File: config.mk
export PLATFORM = sky130hd
export DESIGN_NAME = utf8_text_validator_unit
export DESIGN_NICKNAME = d
export VERILOG_FILES = /design/src/design/utv_pkg.sv /design/src/design/utf8_text_validator_unit.sv
export SDC_FILE = /design/constraint.sdc
export NUM_CORES = 1
export LEC_CHECK = 0
export BUFFER_PORTS_ARGS = -buffer_cell sky130_fd_sc_hd__buf_4
export CORE_ASPECT_RATIO = 0.75
export CORE_MARGIN = 4
export CORE_UTILIZATION = 60
export CTS_CLUSTER_DIAMETER = 60
export DETAILED_ROUTE_END_ITERATION = 8
export GPL_ROUTABILITY_DRIVEN = 0
export HOLD_SLACK_MARGIN = 0.12
export PLACE_DENSITY_LB_ADDON = 0.15
export REMOVE_ABC_BUFFERS = 1
export SLEW_MARGIN = 20
export SYNTH_ARGS = -nofsm -noshare
export SYNTH_HDL_FRONTEND = slang
export SYNTH_SLANG_ARGS = --single-unit
File: constraint.sdc
create_clock -name clk -period 4.3 [get_ports clk]
set_clock_uncertainty 0.05 [all_clocks]
set_input_delay 0.645 -clock clk [delete_from_list [all_inputs] [get_ports clk]]
set_output_delay 0.645 -clock clk [all_outputs]
set_load 0.05 [all_outputs]
File: src/design/utv_pkg.sv
// utv_pkg: shared types and byte/code point constants for the UTF-8 text validator.
// No dependencies; imported by utf8_text_validator_unit.
package utv_pkg;

	// Progress through a possible leading EF BB BF mark
	typedef enum logic [1:0] {
		BOM_FIRST = 2'd0,
		BOM_EF    = 2'd1,
		BOM_EFBB  = 2'd2,
		BOM_PAST  = 2'd3
	} bom_state_t;

	// Lead byte ranges
	localparam logic [7:0] LEAD2_LO   = 8'hc2;
	localparam logic [7:0] LEAD2_HI   = 8'hdf;
	localparam logic [7:0] LEAD3_LO   = 8'he0;
	localparam logic [7:0] LEAD3_HI   = 8'hef;
	localparam logic [7:0] LEAD4_LO   = 8'hf0;
	localparam logic [7:0] LEAD4_HI   = 8'hf4;
	localparam logic [7:0] ASCII_HI   = 8'h7f;

	// Byte order mark and carriage return
	localparam logic [7:0] BOM_BYTE0  = 8'hef;
	localparam logic [7:0] BOM_BYTE1  = 8'hbb;
	localparam logic [7:0] BOM_BYTE2  = 8'hbf;
	localparam logic [7:0] CR_BYTE    = 8'h0d;

	// Code point limits
	localparam logic [20:0] CP_MIN2   = 21'h00080;
	localparam logic [20:0] CP_MIN3   = 21'h00800;
	localparam logic [20:0] CP_MIN4   = 21'h10000;
	localparam logic [20:0] CP_MAX    = 21'h10ffff;
	localparam logic [20:0] SURR_LO   = 21'h0d800;
	localparam logic [20:0] SURR_HI   = 21'h0dfff;

	// Sequence length classes (length minus one)
	localparam logic [1:0] CLS_ONE    = 2'd0;
	localparam logic [1:0] CLS_TWO    = 2'd1;
	localparam logic [1:0] CLS_THREE  = 2'd2;
	localparam logic [1:0] CLS_FOUR   = 2'd3;

endpackage

File: src/design/utf8_text_validator_unit.sv
// utf8_text_validator_unit: strict UTF-8 checker, one byte per transfer, with
// sticky no-error flag and whole-text verdict. Depends on utv_pkg.
//
// Channel   Direction  Handshake                 Payload
// in        to block   in_valid / in_ready       text_byte[7:0], last_byte
// out       from block out_valid / out_ready     no_error_yet, text_valid, text_end
// cfg       to block   cfg_write_en (no wait)    cfg_write_data -> canonical_mode
//
// One byte per cycle sustained while out_ready is high; each byte passes through
// the input register _s1, then the decode logic into result register _s2.
// in_ready follows out_ready combinationally through the two stages, so a full
// pipeline keeps moving as long as the sink takes results each cycle.
// Reset clears the text state and canonical_mode; the end of a text clears the
// text state only. The decoder state advances when a byte moves from _s1 to _s2.
module utf8_text_validator_unit
	import utv_pkg::*;
(
	input  logic       clk,
	input  logic       arst_n,
	// input channel
	input  logic       in_valid,
	output logic       in_ready,
	input  logic [7:0] text_byte,
	input  logic       last_byte,
	// output channel
	output logic       out_valid,
	input  logic       out_ready,
	output logic       no_error_yet,
	output logic       text_valid,
	output logic       text_end,
	// configuration
	input  logic       cfg_write_en,
	input  logic       cfg_write_data
);

	// configuration register
	logic canonical_mode_q;

	// input stage
	logic       valid_s1;
	logic [7:0] byte_s1;
	logic       last_s1;

	// result stage
	logic valid_s2;
	logic no_error_s2;
	logic text_valid_s2;
	logic text_end_s2;

	// text state
	bom_state_t  bom_q, bom_d;
	logic        error_seen_q, error_seen_d;
	logic [1:0]  cont_left_q, cont_left_d;
	logic [20:0] cp_acc_q, cp_acc_d;
	logic [1:0]  len_class_q, len_class_d;

	logic adv_s2;   // byte moves from _s1 into result register
	logic bad;
	logic bom_hit;  // third byte of leading mark seen
	logic [20:0] cp_next;
	logic [20:0] cp_min;
	logic        cp_ok;

	assign adv_s2   = valid_s1 && (!valid_s2 || out_ready);
	assign in_ready = !valid_s1 || adv_s2;

	always_ff @(posedge clk or negedge arst_n) begin
		if (!arst_n) begin
			canonical_mode_q <= 1'b0;
		end else if (cfg_write_en) begin
			canonical_mode_q <= cfg_write_data;
		end
	end

	// input register
	always_ff @(posedge clk or negedge arst_n) begin
		if (!arst_n) begin
			valid_s1 <= 1'b0;
		end else if (in_ready) begin
			valid_s1 <= in_valid;
		end
	end

	always_ff @(posedge clk) begin
		if (in_valid && in_ready) begin
			byte_s1 <= text_byte;
			last_s1 <= last_byte;
		end
	end

	// leading mark tracker: next state
	always_comb begin
		bom_d = bom_q;
		unique case (bom_q)
			BOM_FIRST: bom_d = (byte_s1 == BOM_BYTE0) ? BOM_EF : BOM_PAST;
			BOM_EF:    bom_d = (byte_s1 == BOM_BYTE1) ? BOM_EFBB : BOM_PAST;
			BOM_EFBB:  bom_d = BOM_PAST;
			BOM_PAST:  bom_d = BOM_PAST;
			default:   bom_d = BOM_PAST;
		endcase
	end

	// leading mark tracker: output
	always_comb begin
		bom_hit = 1'b0;
		unique case (bom_q)
			BOM_EFBB: bom_hit = (byte_s1 == BOM_BYTE2);
			default:  bom_hit = 1'b0;
		endcase
	end

	// code point completion check: minimum for its length, maximum and surrogate range
	assign cp_next = {cp_acc_q[14:0], byte_s1[5:0]};

	always_comb begin
		case (len_class_q)
			CLS_TWO:   cp_min = CP_MIN2;
			CLS_THREE: cp_min = CP_MIN3;
			default:   cp_min = CP_MIN4;
		endcase
	end

	assign cp_ok = (cp_next >= cp_min) && (cp_next <= CP_MAX) &&
		!((cp_next >= SURR_LO) && (cp_next <= SURR_HI));

	// byte decode
	always_comb begin
		bad         = canonical_mode_q && (bom_hit || byte_s1 == CR_BYTE);
		cont_left_d = cont_left_q;
		cp_acc_d    = cp_acc_q;
		len_class_d = len_class_q;

		if (cont_left_q != 2'd0) begin
			if (byte_s1[7:6] != 2'b10) begin
				bad         = 1'b1;
				cont_left_d = 2'd0;
			end else begin
				cp_acc_d    = cp_next;
				cont_left_d = cont_left_q - 2'd1;
				// final continuation: whole code point must be in range
				if (cont_left_q == 2'd1 && !cp_ok) begin
					bad = 1'b1;
				end
			end
		end else if (byte_s1 <= ASCII_HI) begin
			// ASCII, nothing to track
		end else if (byte_s1 >= LEAD2_LO && byte_s1 <= LEAD2_HI) begin
			cont_left_d = 2'd1;
			cp_acc_d    = {16'd0, byte_s1[4:0]};
			len_class_d = CLS_TWO;
		end else if (byte_s1 >= LEAD3_LO && byte_s1 <= LEAD3_HI) begin
			cont_left_d = 2'd2;
			cp_acc_d    = {17'd0, byte_s1[3:0]};
			len_class_d = CLS_THREE;
		end else if (byte_s1 >= LEAD4_LO && byte_s1 <= LEAD4_HI) begin
			cont_left_d = 2'd3;
			cp_acc_d    = {18'd0, byte_s1[2:0]};
			len_class_d = CLS_FOUR;
		end else begin
			// stray continuation, C0/C1, F5..FF
			bad = 1'b1;
		end

		// text cut off mid-sequence
		if (last_s1 && cont_left_d != 2'd0) begin
			bad = 1'b1;
		end
		if (bad) begin
			cont_left_d = 2'd0;
		end
		error_seen_d = error_seen_q || bad;
	end

	// text state; cleared after the last byte of a text
	always_ff @(posedge clk or negedge arst_n) begin
		if (!arst_n) begin
			bom_q        <= BOM_FIRST;
			error_seen_q <= 1'b0;
			cont_left_q  <= 2'd0;
			cp_acc_q     <= 21'd0;
			len_class_q  <= CLS_ONE;
		end else if (adv_s2) begin
			if (last_s1) begin
				bom_q        <= BOM_FIRST;
				error_seen_q <= 1'b0;
				cont_left_q  <= 2'd0;
				cp_acc_q     <= 21'd0;
				len_class_q  <= CLS_ONE;
			end else begin
				bom_q        <= bom_d;
				error_seen_q <= error_seen_d;
				cont_left_q  <= cont_left_d;
				cp_acc_q     <= cp_acc_d;
				len_class_q  <= len_class_d;
			end
		end
	end

	// result register
	always_ff @(posedge clk or negedge arst_n) begin
		if (!arst_n) begin
			valid_s2 <= 1'b0;
		end else if (!valid_s2 || out_ready) begin
			valid_s2 <= valid_s1;
		end
	end

	always_ff @(posedge clk) begin
		if (adv_s2) begin
			no_error_s2   <= !error_seen_d;
			text_valid_s2 <= last_s1 && !error_seen_d;
			text_end_s2   <= last_s1;
		end
	end

	assign out_valid    = valid_s2;
	assign no_error_yet = no_error_s2;
	assign text_valid   = text_valid_s2;
	assign text_end     = text_end_s2;

	// a pending sequence always has a multi-byte length class
	a_cont_class: assert property (@(posedge clk) disable iff (!arst_n)
		cont_left_q != 2'd0 |-> len_class_q != CLS_ONE)
		else $error("pending continuations without a multi-byte class");

	// the end of a text returns the decoder to its start state
	a_end_clear: assert property (@(posedge clk) disable iff (!arst_n)
		adv_s2 && last_s1 |=> !error_seen_q && cont_left_q == 2'd0 && bom_q == BOM_FIRST)
		else $error("text state not cleared after last byte");

	// error flag is sticky within a text
	a_sticky: assert property (@(posedge clk) disable iff (!arst_n)
		adv_s2 && !last_s1 && error_seen_q |=> error_seen_q)
		else $error("error flag dropped mid-text");

	// a valid verdict only on the last byte of an error-free text
	a_verdict: assert property (@(posedge clk) disable iff (!arst_n)
		valid_s2 && text_valid_s2 |-> text_end_s2 && no_error_s2)
		else $error("verdict outside text end or with error");

endmodule
==> reports/results.txt, run 1 <==
Final hold vios = 0
Worst-path fanout max = 12
Register area share after synthesis = 51.10%
Cts hold-fix bufs = 0
R2R Path Start = cont_left_q[0]
Commonest non-fill, non-tap cells in the layout = 25 x dfrtp_1, 19 x buf_4, 16 x nand2_1
DRT antenna net count = 0
Dominant cell type by area after synthesis = dfrtp_1
Max frequency = 413.5 MHz
Overflow left after global routing = 0
Synth top area share = 32.43%
Met2 wire len = 1685 µm
GRT Util Overall = 21.50%
Clock sink count = 37
Clk root buf = clkbuf_8
Layout cells sized above 1 = 15.92%
Chip width = 73.48 µm
Worst EP required = 4470 ps
Ant diodes = 0
Largest net degree at the start of global routing = 26
H-tree level count = 2
Synth Register Bits = 37
I/O Pins = 20
Share of flip-flops with an asynchronous set or reset = 67.57%
Area delta synth->final = 13.36%
Crit. End Element = flip-flop
Final HPWL DP = 2901 µm
Top routing layer in use = met4
DIE AREA = 0.004196 mm²
CTS Buffer Depth = 2
CTS tree = done
Yosys Warn Count = 0
CP startpoint kind = flip-flop
Pwr Density = 455.6 mW/mm²
First-pass DRT Iterations = 4
Vias post-DR = 1,501
Initial Utilization = 63.88%
Wire per inst = 16.27 µm
Num CTS Buffers = 5
Tot Pwr = 0.9965 mW
Final Max Slew Viols = 0
Post-synth top flop = dfrtp_1
Synth top area cells = dfrtp_1 32%, edfxtp_1 19%, a22o_1 4.5%, ha_1 4.5%, nand2_1 3.1%
Tmin final = 2418 ps
Worst slew pin tran = 784.6 ps
Worst Setup SP = cont_left_q[0]
Die height = 57.11 µm
Critical path arrival = 2580 ps
Syn Inst Count = 184
Final worst path period share = 56.24%
Leak pwr = 0.9389 nW
Worst VDD drop = 0.3079 mV
Max Cap Violations = 0
Status = complete, no violations
CTS resizes = 0
Yosys cell types = 48
DR WL met3 = 387 µm
Reg clk slew, reported paths = 70 ps
Cell Area, Synth = 0.001929 mm²
Initial antenna violation count = 0
Crit Path Class = reg -> reg
Hold crit path type = in -> async
Routed wire length = 3888 µm
Initial DRC Count = 220
Syn Area/Cell = 10.49 µm²
Setup TNS = 0 ps
Post-Route Utilization = 72.41%
Vias in the first global route = 1,416
Vias per cell = 6.280
Most common cell after layout, fill and taps aside = dfrtp_1
Port bufs = 19
Num rows = 17
Relative slew slack = 47.34%
Global-route wire length before repair = 6824 µm
Area of the core = 0.003020 mm²
Total setup buffers inserted after CTS = 0
Met1 Wirelength = 1801 µm
Clock Latency Late Sink = 280 ps
RSZ-0062 raised after global routing = false
Remaining DRCs = 0
Final Setup Violations = 0
Post-synth EDFFs = 12
Fin nets = 222
-- report_power, final --
part           leakage (nW)  internal, mW  switching, mW  total (mW)
Clock                0.0528         0.171          0.118       0.289
Combinational         0.443         0.104          0.140       0.245
Sequential            0.443         0.412         0.0504       0.463
Total                 0.939         0.688          0.309       0.997
-- per-layer routing --
layer | GRT usage [%] | vias up
li1 | - | 725
met1 | 31.81 | 710
met2 | 30.05 | 64
met3 | 6.690 | 2
met4 | 6.977 | 0
met5 | 0 | -
-- registers in the layout, summed over array words and instances, names as in the netlist --
| name | cells |
|---|---|
| out_valid | 1 |
| text_valid | 1 |
| canonical_mode_q | 1 |
| last_s1 | 1 |
| cont_left_q | 2 |
| valid_s1 | 1 |
| no_error_yet | 1 |
| error_seen_q | 1 |
| cp_acc_q | 15 |
| text_end | 1 |
| len_class_q | 2 |
| byte_s1 | 8 |
| bom_q | 2 |
-- cells by family after synthesis --
group	count (synthesis)	synth area share, %
AND/OR/NAND/NOR	69	19.91
AO/OA/AOI/OAI	48	19.20
flip-flops	37	51.10
buffers and inverters	21	4.150
adder cells (fa/ha/maj)	7	4.539
multiplexers	2	1.102
-- metrics by stage --
step                area (µm²)  setup slack (ps)  instances  hold slack (ps)
finish                    2187              1882        239            204.3
global route              2187              1639        239            214.0
CTS                       2187              1918        239            198.4
detailed placement        2081              1944        231            434.7
global placement          2081              1961        231            429.4
floorplan                 1891              2153        174            299.4
-- worst paths after layout --
| kind | slack, ps | endpoint | cells after the start |
|---|---|---|---|
| min in group clk | 440 | out_valid | 1 |
| max in group asynchronous | 3750 | cp_acc_q[4] | 1 |
| worst max-delay path | 1880 | cp_acc_q[8] | 7 |
| worst min register to register | 440 | out_valid | 1 |
| worst min-delay path | 200 | cp_acc_q[10] | 1 |
| worst max register to register | 1880 | cp_acc_q[8] | 7 |
-- cells in the mapped netlist, drive strengths merged, types with 2 or more instances --
library cell	number
inv	11
nand4	3
or4	5
o32ai	2
a32o	2
o211ai	2
edfxtp	12
o21ai	5
or3b	2
clkbuf	8
nand3	4
o2bb2ai	2
nand2	16
o221ai	3
ha	7
a31oi	2
a22o	10
nor2	10
a21oi	5
nor3	4
buf	2
o22ai	3
nand2b	8
nand3b	2
o31ai	3
o21a	3
nor3b	2
dfrtp	25
nor4	6
-- final cells by class --
cell class / count / area, µm²
inverter: 11 / 41.29
clock buffer: 6 / 72.57
fill: 223 / 833.3
clock inverter: 2 / 33.78
multi-input combinational: 126 / 863.3
sequential: 37 / 985.9
timing repair buffer: 19 / 142.6
tap: 38 / 47.55
-- critical path, stage by stage, from the launching register on --
cell and delay (ps):
dfrtp_1 390, inv_1 80, ha_1 290, inv_1 160, nor2_1 100, a32o_1 370
o21ai_1 660, a22o_1 240
(Power assumes the default switching activity.)
==> run 2: changes to the inputs <==
- CORE_UTILIZATION: 60 -> 58
- clock period: 4.3 -> 2.4 ns (I/O delays scaled with it)
==> run 2 against run 1 <==
Net effect: critical path depth is 2 higher; clock power rose by 81%; sequential cell count unchanged; sequential share of layout area decreased by 1.6 points; setup slack worse by 1800 ps; non-clock buffer count is 9 higher; sequential power grew 79%; core utilization grew 1.7 points; power up 85%; first-iteration DRC count increased by 1.8%; maximum frequency grew 4.2%; largest cell class unchanged.
==> reports/results.txt, run 2 (synthesis results as in run 1) <==
Status = complete, no violations
First-pass DRT Iterations = 4
Area of the core = 0.003063 mm²
Crit Path Class = reg -> reg
Slack of the critical path = 78.97 ps
Overflow left after global routing = 0
P_int = 1.260 mW
Fin nets = 231
GRT Util Overall = 22.08%
Num rows = 17
Final HPWL DP = 3059 µm
Chip width = 74.60 µm
Leak pwr = 0.9812 nW
Layout cells sized above 1 = 21.43%
Clock sink count = 37
Initial DRC Count = 224
Vias in the first global route = 1,527
H-tree level count = 2
Reg with most FFs = cp_acc_q
Worst Setup SP = len_class_q[0]
I/O Pins = 20
Die height = 57.95 µm
R2R depth = 9
Logic gate share of total power = 26.5%
Area delta synth->final = 17.64%
Clock Latency Late Sink = 290 ps
Global-route wire length before repair = 7258 µm
Hold crit path type = in -> reg
Worst EP required = 2400 ps
Pwr Density = 810.6 mW/mm²
Top Registers = cp_acc_q x15, byte_s1 x8
Worst slew pin tran = 557.2 ps
Routed wire length = 4325 µm
DIE AREA = 0.004323 mm²
Reg clk slew, reported paths = 70 ps
CTS Buffer Depth = 2
Max frequency = 430.8 MHz
# fillers = 208
Tmin final = 2321 ps
Finished Layout Cells = 248
Ant diodes = 0
DRT antenna net count = 0
Remaining DRCs = 0
Vias per cell = 6.492
Worst Setup EP = text_valid
Initial Utilization = 62.99%
Initial antenna violation count = 0
Wire per inst = 17.44 µm
CTS tree = done
Register share of total power = 45.0%
Num CTS Buffers = 5
R2r setup slk = 80 ps
Net Sw Frac = 31.53%
Max Cap Violations = 0
Largest net degree at the start of global routing = 26
Most common cell after layout, fill and taps aside = buf_4
RR Endpoint = text_valid
CP startpoint kind = flip-flop
Final Max Slew Viols = 0
Worst VDD drop = 0.5363 mV
Port bufs = 19
Clk root buf = clkbuf_8
Final worst path period share = 96.71%
Relative slew slack = 62.85%
DP Worst Slack = 109.6 ps
Worst-path fanout max = 5
Crit. End Element = flip-flop
P_sw = 0.5801 mW
Max FFs per register = 15
Clock power share = 28.5%
Final Setup Violations = 0
Vias post-DR = 1,610
Critical path arrival = 2320 ps
Final hold vios = 0
Commonest non-fill, non-tap cells in the layout = 27 x buf_4, 25 x dfrtp_1, 16 x nand2_1
DP Cell Count = 237
R2R Path Start = len_class_q[0]
==> run 2: how the worst min path moves through the flow <==
stage	depth (start not counted)	slack (ps)	startpoint	to
floorplan	0	10	arst_n	bom_q[0]
finish	1	190	text_byte[2]	byte_s1[2]
global placement	1	220	arst_n	cp_acc_q[5]
CTS	1	190	text_byte[2]	byte_s1[2]
global route	1	180	text_byte[3]	byte_s1[3]
detailed placement	1	230	arst_n	cp_acc_q[5]
==> run 2: layout make-up <==
class                   count  area [µm²]  share of cell area [%]
inverters                  11       41.29                   1.819
repair buffers             28       212.7                   9.372
flip-flops and latches     37       985.9                   43.44
clock buffers               5       68.82                   3.032
well taps                  38       47.55                   2.095
clock inverters             3       41.29                   1.819
multi-input cells         126       872.1                   38.42
==> run 2: per-stage QoR <==
step	TNS, ps	instance area (µm²)	power [mW]	hold WS (ps)	utilization, %
CTS	0	2246	1.813	186.6	73.33
global route	-37.59	2270	1.944	178.0	74.10
floorplan	0	1891	1.137	14.41	-
finish	0	2270	1.840	190.2	74.10
global placement	0	2126	1.269	222.7	69.40
detailed placement	0	2126	1.287	231.4	69.40
==> run 2: worst max-delay path: stages, from the launching register on <==
cell and delay [ps]:
dfrtp_1 390, inv_2 50, ha_1 270, inv_1 40, ha_1 160, or4_1 420, nor2_2 130, o31ai_2 80
o211ai_2 270, and4bb_1 210
==> run 2: repair_timing <==
| action | in CTS | in global routing |
|---|---|---|
| resized for setup | 0 | 4 |
| endpoints found under the hold margin | 25 | 0 |
| setup buffers | 0 | 2 |
| hold buffers | 1 | 0 |
| endpoints found under the setup margin | 0 | 13 |
==> run 2: routing by layer <==
layer | track usage (%) | wire length, µm
met1 | 32.85 | 2010
met2 | 30.79 | 1935
met3 | 6.412 | 335
met4 | 7.360 | 43
met5 | 0 | 0
==> run 2: power by group through the flow <==
stage	clock [mW]	sequential (mW)	combinational, mW
floorplan	0	0.845	0.292
global placement	0	0.830	0.439
detailed placement	0	0.837	0.451
CTS	0.528	0.824	0.461
global route	0.565	0.835	0.543
finish	0.524	0.828	0.488
